$ cat src/hw/rtl/rsf_pkg.sv
// Shared types, constants and helpers for the rectangle subtract fragmenter.
`default_nettype none

package rsf_pkg;

  // Coordinate width of every position and size field
  localparam int unsigned COORD_BITS     = 16;
  localparam int unsigned TAG_BITS       = 8;
  localparam int unsigned CFG_INDEX_BITS = 2;
  // Edge sums need two more bits than a coordinate
  localparam int unsigned WIDE_BITS      = COORD_BITS + 2;
  // Band height difference needs one more bit again
  localparam int unsigned SPAN_BITS      = COORD_BITS + 3;
  localparam int unsigned SIDE_CNT       = 5;

  typedef logic signed [COORD_BITS-1:0] coord_t;
  typedef logic        [COORD_BITS-1:0] dim_t;
  typedef logic signed [WIDE_BITS-1:0]  wide_t;
  typedef logic signed [SPAN_BITS-1:0]  span_t;
  typedef logic        [TAG_BITS-1:0]   tag_t;

  // Configuration register indexes
  typedef enum logic [CFG_INDEX_BITS-1:0] {
    CFG_CLIP_X      = 2'd0,
    CFG_CLIP_Y      = 2'd1,
    CFG_CLIP_WIDTH  = 2'd2,
    CFG_CLIP_HEIGHT = 2'd3
  } cfg_reg_e;

  // Fragment side codes
  typedef enum logic [2:0] {
    SIDE_TOP    = 3'd0,
    SIDE_BOTTOM = 3'd1,
    SIDE_LEFT   = 3'd2,
    SIDE_RIGHT  = 3'd3,
    SIDE_WHOLE  = 3'd4
  } side_e;

  typedef struct packed {
    coord_t clip_x;
    coord_t clip_y;
    dim_t   clip_width;
    dim_t   clip_height;
  } clip_t;

  typedef struct packed {
    coord_t src_x;
    coord_t src_y;
    dim_t   src_width;
    dim_t   src_height;
    coord_t src_rel_x;
    coord_t src_rel_y;
    tag_t   sheet_tag;
  } src_t;

  typedef struct packed {
    coord_t frag_x;
    coord_t frag_y;
    dim_t   frag_width;
    dim_t   frag_height;
    coord_t frag_rel_x;
    coord_t frag_rel_y;
    tag_t   frag_tag;
    side_e  frag_side;
    logic   last;
  } frag_t;

  // Edges of source and clip after the first stage
  typedef struct packed {
    wide_t  sx;
    wide_t  sy;
    dim_t   sw;
    dim_t   sh;
    wide_t  sr;
    wide_t  sb;
    wide_t  cx;
    wide_t  cy;
    wide_t  cr;
    wide_t  cb;
    coord_t offx;
    coord_t offy;
    tag_t   tag;
  } bounds_t;

  // Fragment plan: one mask bit per side, geometry for all of them
  typedef struct packed {
    logic [SIDE_CNT-1:0] mask;
    coord_t sx;
    coord_t sy;
    dim_t   sw;
    dim_t   sh;
    coord_t offx;
    coord_t offy;
    tag_t   tag;
    dim_t   top_h;
    coord_t bot_y;
    dim_t   bot_h;
    dim_t   left_w;
    coord_t right_x;
    dim_t   right_w;
    coord_t band_top;
    dim_t   band_h;
  } plan_t;

  function automatic wide_t sext(coord_t v);
    return wide_t'({{(WIDE_BITS - COORD_BITS){v[COORD_BITS-1]}}, v});
  endfunction

  function automatic wide_t zext(dim_t v);
    return wide_t'({{(WIDE_BITS - COORD_BITS){1'b0}}, v});
  endfunction

endpackage

`default_nettype wire

$ cat src/hw/rtl/rsf_bounds.sv
// First pipeline stage: edge sums and absolute-to-relative offsets.
`default_nettype none

module rsf_bounds (
  input  wire logic            clk_i,
  input  wire logic            rst_ni,
  input  wire logic            valid_i,
  output logic                 ready_o,
  input  rsf_pkg::src_t        src_i,
  input  rsf_pkg::clip_t       clip_i,
  output logic                 valid_o,
  input  wire logic            ready_i,
  output rsf_pkg::bounds_t     bounds_o
);
  import rsf_pkg::*;

  logic    valid_q;
  bounds_t bounds_d, bounds_q;

  assign ready_o = !valid_q || ready_i;

  // Widen and sum the edges
  always_comb begin
    bounds_d.sx   = sext(src_i.src_x);
    bounds_d.sy   = sext(src_i.src_y);
    bounds_d.sw   = src_i.src_width;
    bounds_d.sh   = src_i.src_height;
    bounds_d.sr   = sext(src_i.src_x) + zext(src_i.src_width);
    bounds_d.sb   = sext(src_i.src_y) + zext(src_i.src_height);
    bounds_d.cx   = sext(clip_i.clip_x);
    bounds_d.cy   = sext(clip_i.clip_y);
    bounds_d.cr   = sext(clip_i.clip_x) + zext(clip_i.clip_width);
    bounds_d.cb   = sext(clip_i.clip_y) + zext(clip_i.clip_height);
    bounds_d.offx = src_i.src_x - src_i.src_rel_x;
    bounds_d.offy = src_i.src_y - src_i.src_rel_y;
    bounds_d.tag  = src_i.sheet_tag;
  end

  // Advance the valid bit when the next stage takes it
  always_ff @(posedge clk_i or negedge rst_ni) begin
    if (!rst_ni) begin
      valid_q <= 1'b0;
    end else if (ready_o) begin
      valid_q <= valid_i;
    end
  end

  always_ff @(posedge clk_i) begin
    if (ready_o) begin
      bounds_q <= bounds_d;
    end
  end

  assign valid_o  = valid_q;
  assign bounds_o = bounds_q;

endmodule

`default_nettype wire

$ cat src/hw/rtl/rsf_classify.sv
// Second and third pipeline stages: overlap tests, fragment sizes and the side mask.
`default_nettype none

module rsf_classify (
  input  wire logic            clk_i,
  input  wire logic            rst_ni,
  input  wire logic            valid_i,
  output logic                 ready_o,
  input  rsf_pkg::bounds_t     bounds_i,
  output logic                 valid_o,
  input  wire logic            ready_i,
  output rsf_pkg::plan_t       plan_o
);
  import rsf_pkg::*;

  typedef struct packed {
    coord_t sx;
    coord_t sy;
    dim_t   sw;
    dim_t   sh;
    coord_t offx;
    coord_t offy;
    tag_t   tag;
    logic   touch;
    logic   covered;
    logic   top_ok;
    logic   bot_ok;
    logic   left_ok;
    logic   right_ok;
    dim_t   top_h;
    coord_t bot_y;
    dim_t   bot_h;
    dim_t   left_w;
    coord_t right_x;
    dim_t   right_w;
    coord_t band_top;
    wide_t  band_bot;
  } class_t;

  logic   cls_valid_q, plan_valid_q;
  logic   cls_ready, plan_ready;
  class_t cls_d, cls_q;
  plan_t  plan_d, plan_q;

  assign plan_ready = !plan_valid_q || ready_i;
  assign cls_ready  = !cls_valid_q || plan_ready;
  assign ready_o    = cls_ready;

  // Compare edges and form the per-side sizes
  always_comb begin
    wide_t sx, sy, sr, sb, cx, cy, cr, cb;
    wide_t top_h, bot_h, left_w, right_w, band_top;
    sx = bounds_i.sx;
    sy = bounds_i.sy;
    sr = bounds_i.sr;
    sb = bounds_i.sb;
    cx = bounds_i.cx;
    cy = bounds_i.cy;
    cr = bounds_i.cr;
    cb = bounds_i.cb;
    top_h    = cy - sy;
    bot_h    = sb - cb;
    left_w   = cx - sx;
    right_w  = sr - cr;
    band_top = (cy > sy) ? cy : sy;

    cls_d.sx       = sx[COORD_BITS-1:0];
    cls_d.sy       = sy[COORD_BITS-1:0];
    cls_d.sw       = bounds_i.sw;
    cls_d.sh       = bounds_i.sh;
    cls_d.offx     = bounds_i.offx;
    cls_d.offy     = bounds_i.offy;
    cls_d.tag      = bounds_i.tag;
    cls_d.touch    = (sr >= cx) && (cr >= sx) && (sb >= cy) && (cb >= sy);
    cls_d.covered  = (sx >= cx) && (sy >= cy) && (sr <= cr) && (sb <= cb);
    cls_d.top_ok   = (cy > sy) && (bounds_i.sw != '0);
    cls_d.bot_ok   = (cb < sb) && (bounds_i.sw != '0);
    cls_d.left_ok  = (cx > sx);
    cls_d.right_ok = (cr < sr);
    cls_d.top_h    = top_h[COORD_BITS-1:0];
    cls_d.bot_y    = cb[COORD_BITS-1:0];
    cls_d.bot_h    = bot_h[COORD_BITS-1:0];
    cls_d.left_w   = left_w[COORD_BITS-1:0];
    cls_d.right_x  = cr[COORD_BITS-1:0];
    cls_d.right_w  = right_w[COORD_BITS-1:0];
    cls_d.band_top = band_top[COORD_BITS-1:0];
    cls_d.band_bot = (cb < sb) ? cb : sb;
  end

  // Band height and the side mask
  always_comb begin
    span_t bot_s, top_s, band_h;
    logic  band_ok;
    bot_s   = span_t'({cls_q.band_bot[WIDE_BITS-1], cls_q.band_bot});
    top_s   = span_t'({{(SPAN_BITS - COORD_BITS){cls_q.band_top[COORD_BITS-1]}},
                       cls_q.band_top});
    band_h  = bot_s - top_s;
    band_ok = (band_h > 0);

    plan_d.sx       = cls_q.sx;
    plan_d.sy       = cls_q.sy;
    plan_d.sw       = cls_q.sw;
    plan_d.sh       = cls_q.sh;
    plan_d.offx     = cls_q.offx;
    plan_d.offy     = cls_q.offy;
    plan_d.tag      = cls_q.tag;
    plan_d.top_h    = cls_q.top_h;
    plan_d.bot_y    = cls_q.bot_y;
    plan_d.bot_h    = cls_q.bot_h;
    plan_d.left_w   = cls_q.left_w;
    plan_d.right_x  = cls_q.right_x;
    plan_d.right_w  = cls_q.right_w;
    plan_d.band_top = cls_q.band_top;
    plan_d.band_h   = band_h[COORD_BITS-1:0];

    // Untouched source passes whole; a covered one yields nothing
    if (!cls_q.touch) begin
      plan_d.mask = SIDE_CNT'(1) << SIDE_WHOLE;
    end else if (cls_q.covered) begin
      plan_d.mask = '0;
    end else begin
      plan_d.mask = '0;
      plan_d.mask[SIDE_TOP]    = cls_q.top_ok;
      plan_d.mask[SIDE_BOTTOM] = cls_q.bot_ok;
      plan_d.mask[SIDE_LEFT]   = cls_q.left_ok && band_ok;
      plan_d.mask[SIDE_RIGHT]  = cls_q.right_ok && band_ok;
    end
  end

  // Advance valid bits stage by stage
  always_ff @(posedge clk_i or negedge rst_ni) begin
    if (!rst_ni) begin
      cls_valid_q  <= 1'b0;
      plan_valid_q <= 1'b0;
    end else begin
      if (cls_ready) begin
        cls_valid_q <= valid_i;
      end
      if (plan_ready) begin
        plan_valid_q <= cls_valid_q;
      end
    end
  end

  always_ff @(posedge clk_i) begin
    if (cls_ready) begin
      cls_q <= cls_d;
    end
    if (plan_ready) begin
      plan_q <= plan_d;
    end
  end

  assign valid_o = plan_valid_q;
  assign plan_o  = plan_q;

endmodule

`default_nettype wire

$ cat src/hw/rtl/rsf_emit.sv
// Fragment issue stage: walks the side mask and drives the output register.
`default_nettype none

module rsf_emit (
  input  wire logic            clk_i,
  input  wire logic            rst_ni,
  input  wire logic            valid_i,
  output logic                 ready_o,
  input  rsf_pkg::plan_t       plan_i,
  output logic                 frag_valid_o,
  input  wire logic            frag_stall_i,
  output rsf_pkg::frag_t       frag_o
);
  import rsf_pkg::*;

  logic [SIDE_CNT-1:0] mask_q, rest;
  plan_t               plan_q;
  logic                busy, out_ready, pop, load;
  logic                out_valid_q;
  frag_t               frag_d, frag_q;

  assign busy      = |mask_q;
  assign out_ready = !out_valid_q || !frag_stall_i;
  assign pop       = busy && out_ready;
  // Clear the lowest pending side
  assign rest      = mask_q & (mask_q - SIDE_CNT'(1));
  assign ready_o   = !busy || (pop && (rest == '0));
  assign load      = valid_i && ready_o;

  // Select the geometry of the lowest pending side
  always_comb begin
    frag_d.frag_tag = plan_q.tag;
    frag_d.last     = (rest == '0);
    if (mask_q[SIDE_TOP]) begin
      frag_d.frag_side   = SIDE_TOP;
      frag_d.frag_x      = plan_q.sx;
      frag_d.frag_y      = plan_q.sy;
      frag_d.frag_width  = plan_q.sw;
      frag_d.frag_height = plan_q.top_h;
    end else if (mask_q[SIDE_BOTTOM]) begin
      frag_d.frag_side   = SIDE_BOTTOM;
      frag_d.frag_x      = plan_q.sx;
      frag_d.frag_y      = plan_q.bot_y;
      frag_d.frag_width  = plan_q.sw;
      frag_d.frag_height = plan_q.bot_h;
    end else if (mask_q[SIDE_LEFT]) begin
      frag_d.frag_side   = SIDE_LEFT;
      frag_d.frag_x      = plan_q.sx;
      frag_d.frag_y      = plan_q.band_top;
      frag_d.frag_width  = plan_q.left_w;
      frag_d.frag_height = plan_q.band_h;
    end else if (mask_q[SIDE_RIGHT]) begin
      frag_d.frag_side   = SIDE_RIGHT;
      frag_d.frag_x      = plan_q.right_x;
      frag_d.frag_y      = plan_q.band_top;
      frag_d.frag_width  = plan_q.right_w;
      frag_d.frag_height = plan_q.band_h;
    end else begin
      frag_d.frag_side   = SIDE_WHOLE;
      frag_d.frag_x      = plan_q.sx;
      frag_d.frag_y      = plan_q.sy;
      frag_d.frag_width  = plan_q.sw;
      frag_d.frag_height = plan_q.sh;
    end
    frag_d.frag_rel_x = frag_d.frag_x - plan_q.offx;
    frag_d.frag_rel_y = frag_d.frag_y - plan_q.offy;
  end

  // Load a new plan or drop the side just issued
  always_ff @(posedge clk_i or negedge rst_ni) begin
    if (!rst_ni) begin
      mask_q      <= '0;
      out_valid_q <= 1'b0;
    end else begin
      if (load) begin
        mask_q <= plan_i.mask;
      end else if (pop) begin
        mask_q <= rest;
      end
      if (pop) begin
        out_valid_q <= 1'b1;
      end else if (!frag_stall_i) begin
        out_valid_q <= 1'b0;
      end
    end
  end

  always_ff @(posedge clk_i) begin
    if (load) begin
      plan_q <= plan_i;
    end
    if (pop) begin
      frag_q <= frag_d;
    end
  end

  assign frag_valid_o = out_valid_q;
  assign frag_o       = frag_q;

endmodule

`default_nettype wire

$ cat src/hw/rtl/rect_subtract_fragmenter_core.sv
// Top level of the rectangle subtract fragmenter: clip registers and pipeline.
//
//   channel   direction  handshake                 payload
//   src       in         src_valid_i / src_stall_o  src_i  (rsf_pkg::src_t)
//   frag      out        frag_valid_o / frag_stall_i frag_o (rsf_pkg::frag_t)
//   cfg       in         cfg_we_i                   cfg_index_i, cfg_wdata_i
//
// A source transfer is accepted in any cycle the pipeline has room; its first
// fragment reaches frag_o via the bounds, classify, plan, issue and output
// registers. The issue stage sends one fragment per cycle unless frag_stall_i
// holds its output. Reset clears the clip registers and all valid bits.
// frag_stall_i backs up through every stage; no item is lost or repeated.
`default_nettype none

module rect_subtract_fragmenter_core (
  input  wire logic                                 clk_i,
  input  wire logic                                 rst_ni,
  input  wire logic                                 src_valid_i,
  output logic                                      src_stall_o,
  input  rsf_pkg::src_t                             src_i,
  output logic                                      frag_valid_o,
  input  wire logic                                 frag_stall_i,
  output rsf_pkg::frag_t                            frag_o,
  input  wire logic                                 cfg_we_i,
  input  wire logic [rsf_pkg::CFG_INDEX_BITS-1:0]   cfg_index_i,
  input  wire logic [rsf_pkg::COORD_BITS-1:0]       cfg_wdata_i
);
  import rsf_pkg::*;

  clip_t   clip_q;
  logic    src_ready;
  logic    bnd_valid, bnd_ready;
  bounds_t bnd;
  logic    plan_valid, plan_ready;
  plan_t   plan;

  // Write the clip registers
  always_ff @(posedge clk_i or negedge rst_ni) begin
    if (!rst_ni) begin
      clip_q <= '0;
    end else if (cfg_we_i) begin
      unique case (cfg_reg_e'(cfg_index_i))
        CFG_CLIP_X:      clip_q.clip_x      <= cfg_wdata_i;
        CFG_CLIP_Y:      clip_q.clip_y      <= cfg_wdata_i;
        CFG_CLIP_WIDTH:  clip_q.clip_width  <= cfg_wdata_i;
        CFG_CLIP_HEIGHT: clip_q.clip_height <= cfg_wdata_i;
        default: ;
      endcase
    end
  end

  assign src_stall_o = !src_ready;

  rsf_bounds u_bounds (
    .clk_i    (clk_i),
    .rst_ni   (rst_ni),
    .valid_i  (src_valid_i),
    .ready_o  (src_ready),
    .src_i    (src_i),
    .clip_i   (clip_q),
    .valid_o  (bnd_valid),
    .ready_i  (bnd_ready),
    .bounds_o (bnd)
  );

  rsf_classify u_classify (
    .clk_i    (clk_i),
    .rst_ni   (rst_ni),
    .valid_i  (bnd_valid),
    .ready_o  (bnd_ready),
    .bounds_i (bnd),
    .valid_o  (plan_valid),
    .ready_i  (plan_ready),
    .plan_o   (plan)
  );

  rsf_emit u_emit (
    .clk_i        (clk_i),
    .rst_ni       (rst_ni),
    .valid_i      (plan_valid),
    .ready_o      (plan_ready),
    .plan_i       (plan),
    .frag_valid_o (frag_valid_o),
    .frag_stall_i (frag_stall_i),
    .frag_o       (frag_o)
  );

endmodule

`default_nettype wire
$ cat config.mk
export PLATFORM = sky130hd
export DESIGN_NAME = rect_subtract_fragmenter_core
export DESIGN_NICKNAME = d
export VERILOG_FILES = /design/src/hw/rtl/rsf_pkg.sv /design/src/hw/rtl/rsf_bounds.sv /design/src/hw/rtl/rsf_classify.sv /design/src/hw/rtl/rsf_emit.sv /design/src/hw/rtl/rect_subtract_fragmenter_core.sv
export SDC_FILE = /design/constraint.sdc
export NUM_CORES = 1
export LEC_CHECK = 0
export BUFFER_PORTS_ARGS = -buffer_cell sky130_fd_sc_hd__buf_2
export CAP_MARGIN = 0
export CELL_PAD_IN_SITES_DETAIL_PLACEMENT = 0
export CELL_PAD_IN_SITES_GLOBAL_PLACEMENT = 1
export CORE_UTILIZATION = 52
export CTS_CLUSTER_SIZE = 30
export DETAILED_ROUTE_END_ITERATION = 12
export PLACE_DENSITY = 0.92
export SLEW_MARGIN = 10
export SYNTH_ARGS = -nofsm -noshare
export SYNTH_HDL_FRONTEND = slang
export SYNTH_SLANG_ARGS = --single-unit
$ cat constraint.sdc
create_clock -name clk_i -period 14.3 [get_ports clk_i]
set_input_delay 3.575 -clock clk_i [delete_from_list [all_inputs] [get_ports clk_i]]
set_output_delay 3.575 -clock clk_i [all_outputs]
set_load 0.01 [all_outputs]
# After elaboration in Yosys (flattened, before gate mapping)
# Index checks and enable logic that the tools add are counted.
# classes
muxes,13
n_reduce_logical,37
n_lt_le_gt_ge,13
n_eq_ne,4
bitwise_logic,2
addsub,14
# ops
cell,n
2-to-1 mux 64 bit,4
subtractor 16 bit,8
adder 16 x 17 -> 18 bit,4
greater-or-equal comparator 18 x 16 -> 1 bit,4
<= comparator 18 bit,2
less-than comparator 18 bit,2
greater-or-equal comparator 16 bit,2
greater-than comparator 16 bit,2
"greater-than comparator 19 x 1 -> 1 bit, second input constant",1
subtractor 18 x 16 -> 19 bit,1
2-to-1 mux 18 bit,1
2-to-1 mux 16 bit,1
nonzero test 16 bit,1
logical AND 1 bit,13
2-to-1 mux 5 bit,2
AND reduction 2 bit,4
zero test 1 bit,7
bitwise AND 5 bit,1
zero test 5 bit,1
logical OR 1 bit,5
OR reduction 5 bit,1
"subtractor 5 x 1 -> 5 bit, second input constant",1
"equality test 2 bit, second input constant",2
OR reduction 2 bit,2
other kinds (9),11
# word_totals
reg_bits,1098
elab_cells,169
out_inout_bits,110
in_bits,127

# Longest topological paths before layout
# logic_depth
word_depth,9
mapped_depth,17
ltp_nobuf,15

# Hierarchy
# A second synthesis with hierarchy kept.
# hier_totals
cells_unflattened,3440
hier_area_um2,48833.1
# modules_own_cells
mod,area_each_um2,n_inst,cells_each,seq_area_each_um2
rsf_classify,21602.0,1,1517,14373.8
rsf_emit,13593.0,1,875,10359.9
rsf_bounds,11223.3,1,911,6271.0
rect_subtract_fragmenter_core,2414.8,1,137,1601.5

# Worst setup path before layout
# No wires, ideal clock.
# synth_timing
path_type,input to output
startpoint,input port frag_stall_i
endpoint,output port src_stall_o
t_arrival_ns,10.293
n_path_buf,0
required_ns,10.725
stages,8
slack_ns,0.432
cell_sequence,and2_0 nor2_1 o21ai_0 a21oi_1 a21oi_1 and2_1 nand3_1 inv_1
# synth_via
elab_chain_len,9
# synth_rtl
item,line_no,text
from (decl),rect_subtract_fragmenter_core.sv:22,"input wire logic frag_stall_i,"
zero test 1 bit,rsf_emit.sv:23,assign out_ready = !out_valid_q || !frag_stall_i;
logical OR 1 bit,rsf_emit.sv:23,
logical AND 1 bit,rsf_emit.sv:24,assign pop = busy && out_ready;
logical AND 1 bit,rsf_emit.sv:27,assign ready_o = !busy || (pop && (rest == '0));
logical OR 1 bit,rsf_emit.sv:27,
logical OR 1 bit,rsf_classify.sv:45,assign plan_ready = !plan_valid_q || ready_i;
logical OR 1 bit,rsf_classify.sv:46,assign cls_ready = !cls_valid_q || plan_ready;
logical OR 1 bit,rsf_bounds.sv:20,assign ready_o = !valid_q || ready_i;
zero test 1 bit,rect_subtract_fragmenter_core.sv:52,assign src_stall_o = !src_ready;
to (decl),rect_subtract_fragmenter_core.sv:19,"output logic src_stall_o,"
# No other way between the ends.

# Worst setup path in the final report
# Same ends and word-level chain as after synthesis.

==> reports/metrics.cfg <==
[clock_tree]
post_cts_resized=0
clock_sinks=1098
hold_buffers=0
cts_inserted_buffers=105
insertion_delay_ns=0.67
cts_buffer_depth=3
htreeDepth=3
clk_pin_slew_ns=0.06
cts_root_buf=clkbuf_16
cts_tree=yes
cts_setup_buffers=0

[layout]
syn_to_final_growth_pct=13.7
seq_area_um2=32600
stdcell_count=4640
final_nets=3811
multi_input_area_um2=12600
num-fill-cells=6364
utilization=0.597
drive_gt1_frac=0.152

[sta]
maxSlewViolCount=0
max_freq_mhz=104
fin_crit_sh=0.674
tns_ns=0
finalSetupViolCount=0
rsz0062_at_grt=false
fin_skew_ns=0.0264
slew_headroom=0.230
worst_pin_slew_ns=1.15
hold_violations=0
fin_crit_ns=9.64

[yosys]
synthTopCellsByCount=1025 x edfxtp_1, 292 x inv_1, 286 x ha_1
async_flop_share=0.0665
synth_top_area_frac=0.663
yosysWarningCount=0
synth_cells=3055
ys_seq_area_frac=0.703
yosysUniqueCellTypes=77
synthFlopType=edfxtp_1
syn_area_um2=46400
synth.area.top_cells=edfxtp_1 66%, ha_1 7.7%, dfrtp_1 3.9%
syn_avg_cell_area_um2=15.2
ys_seq_elements=1098
yosysTopAreaCell=edfxtp_1
syn_nets=3481
post-synth-top-count-cell=edfxtp_1
synth-edff-count=1025

[worst_hold_path]
holdPathStages=0
min_from=u_classify.plan_o[33]
hp-class=reg2reg
hold_end=u_emit.plan_q[33]

[floorplanning]
coreArea_um2=88400
die_w_um=301
fp.dieArea_um2=90400
ios=237
die_h_um=301
initial_core_util=0.525
fp-row-count=109

[critical_path]
cp-end-kind=output port
critPathRequiredTime_ns=10.72
rr_startpoint=u_emit.mask_q[1]
crit_path_start_kind=input port
crit_fanout=17
slowest_delay_ns=0.43
path_class=in2out
ff2ff_setup_slack_ns=9.00
worstRegToRegCells=16
crit_chain=buf_2 -> and2_0 -> nor2_1 -> o21ai_0 -> a21oi_1 -> a21oi_1 -> and2_1 -> nand3_4 -> inv_1 -> buf_2
r2r_end=u_emit.frag_o[27]
critPathSlowestCell=and2_1
cp_data_arrival_time_ns=6.06

[route]
via_count=26224
routed_wl_um=98700
routedWlPerCell_um=21.3
viasPerCell=5.65
detail-route-antenna-nets=0
first_pass_iters=8
drtIter0Drc=2562
drc=0

[placement]
dpl.cell_count=4443
portBuffers=236
place_congestion=0.871
hpwlAfterDp_um=69400

[global_routing]
grt.overflow.total=0
first_global_vias=25843
antenna_found_initial=11
track_usage=0.217
grt_pass1_wl_um=148000
grt_start_max_net_pins=99

[run]
maxCapViolations=0

[status]
status=finished, final reports clean

==> sequential cells by signal (all words and copies together), names as in the netlist, 5 cells and up <==
signal and cells:
u_classify.plan_o 237, u_emit.mask_q 5, clip_q 64, u_bounds.bounds_o 208, u_emit.frag_d 8, u_emit.frag_o 108, u_emit.plan_q 224, u_classify.cls_q 240
==> final cells by class <==
class | instances | area share
Tap cell | 1165 | 0.0276
Timing Repair Buffer | 261 | 0.0260
Clock buffer | 132 | 0.0539
Multi-Input combinational cell | 1627 | 0.239
Sequential cell | 1098 | 0.618
Antenna cell | 2 | 0.0000949
Clock inverter | 63 | 0.0142
Inverter | 292 | 0.0209
==> kinds of logic (layout without fill, tap and decap cells) <==
| kind of cell | after synthesis | after routing | share of synthesized area |
|---|---|---|---|
| compound gates | 533 | 533 | 0.0756 |
| xor+xnor | 172 | 172 | 0.0328 |
| fa+ha+maj | 300 | 300 | 0.0830 |
| buf+inv | 330 | 748 | 0.0269 |
| flops | 1098 | 1098 | 0.703 |
| mux | 99 | 99 | 0.0235 |
| other cells | 0 | 2 | 0 |
| simple gates | 523 | 523 | 0.0554 |
==> layer usage <==
layer | track usage | up-vias | part of all wire
met5 | 0 | - | 0.00070
met3 | 0.0347 | 178 | 0.078
met4 | 0.0751 | 10 | 0.029
li1 | - | 12125 | -
met1 | 0.298 | 12802 | 0.42
met2 | 0.353 | 1109 | 0.48
==> metrics by stage <==
stage               setup WS, ns  hold WS (ns)  area, um2
floorplan                  0.432         0.400      46400
global placement            4.77         0.400      49100
detailed placement          4.69         0.405      49100
CTS                         4.68         0.391      52700
global route                4.55         0.401      52700
finish                      4.66         0.393      52700
==> critical path, delay by kind of cell <==
kind                   cells  cell delay, ns
and+or+nand+nor            4            1.30
buffers and inverters      3            0.59
AOI/OAI and AO/OA          3            0.57
==> worst max path at each step <==
| stage | start | to | slack, ns | depth (start not counted) |
|---|---|---|---|---|
| floorplan | frag_stall_i | src_stall_o | 0.43 | 8 |
| global placement | frag_stall_i | src_stall_o | 4.77 | 10 |
| detailed placement | frag_stall_i | src_stall_o | 4.69 | 10 |
| CTS | frag_stall_i | src_stall_o | 4.68 | 10 |
| global route | frag_stall_i | src_stall_o | 4.55 | 10 |
| finish | frag_stall_i | src_stall_o | 4.66 | 10 |
==> cells in the final DEF, fill, tap and decap left out, drive strengths merged, types with 8 or more instances in the layout <==
| master | n |
|---|---|
| a211o | 8 |
| a211oi | 11 |
| a21boi | 15 |
| a21o | 64 |
| a21oi | 140 |
| a222oi | 32 |
| a22oi | 16 |
| a31oi | 33 |
| and2 | 9 |
| and3 | 9 |
| buf | 261 |
| bufinv | 15 |
| clkbuf | 132 |
| clkinv | 38 |
| dfrtp | 73 |
| edfxtp | 1025 |
| fa | 13 |
| ha | 286 |
| inv | 296 |
| mux2 | 78 |
| mux2i | 21 |
| nand2 | 154 |
| nand2b | 28 |
| nand3 | 30 |
| nand4 | 25 |
| nor2 | 109 |
| nor2b | 56 |
| nor3 | 46 |
| nor4 | 12 |
| o21a | 18 |
| o21ai | 116 |
| o21bai | 13 |
| or2 | 14 |
| or3 | 12 |
| xnor2 | 114 |
| xor2 | 57 |
Power is not shown: default switching activity piles up to over one toggle a cycle in this logic, so the estimate is an artifact.
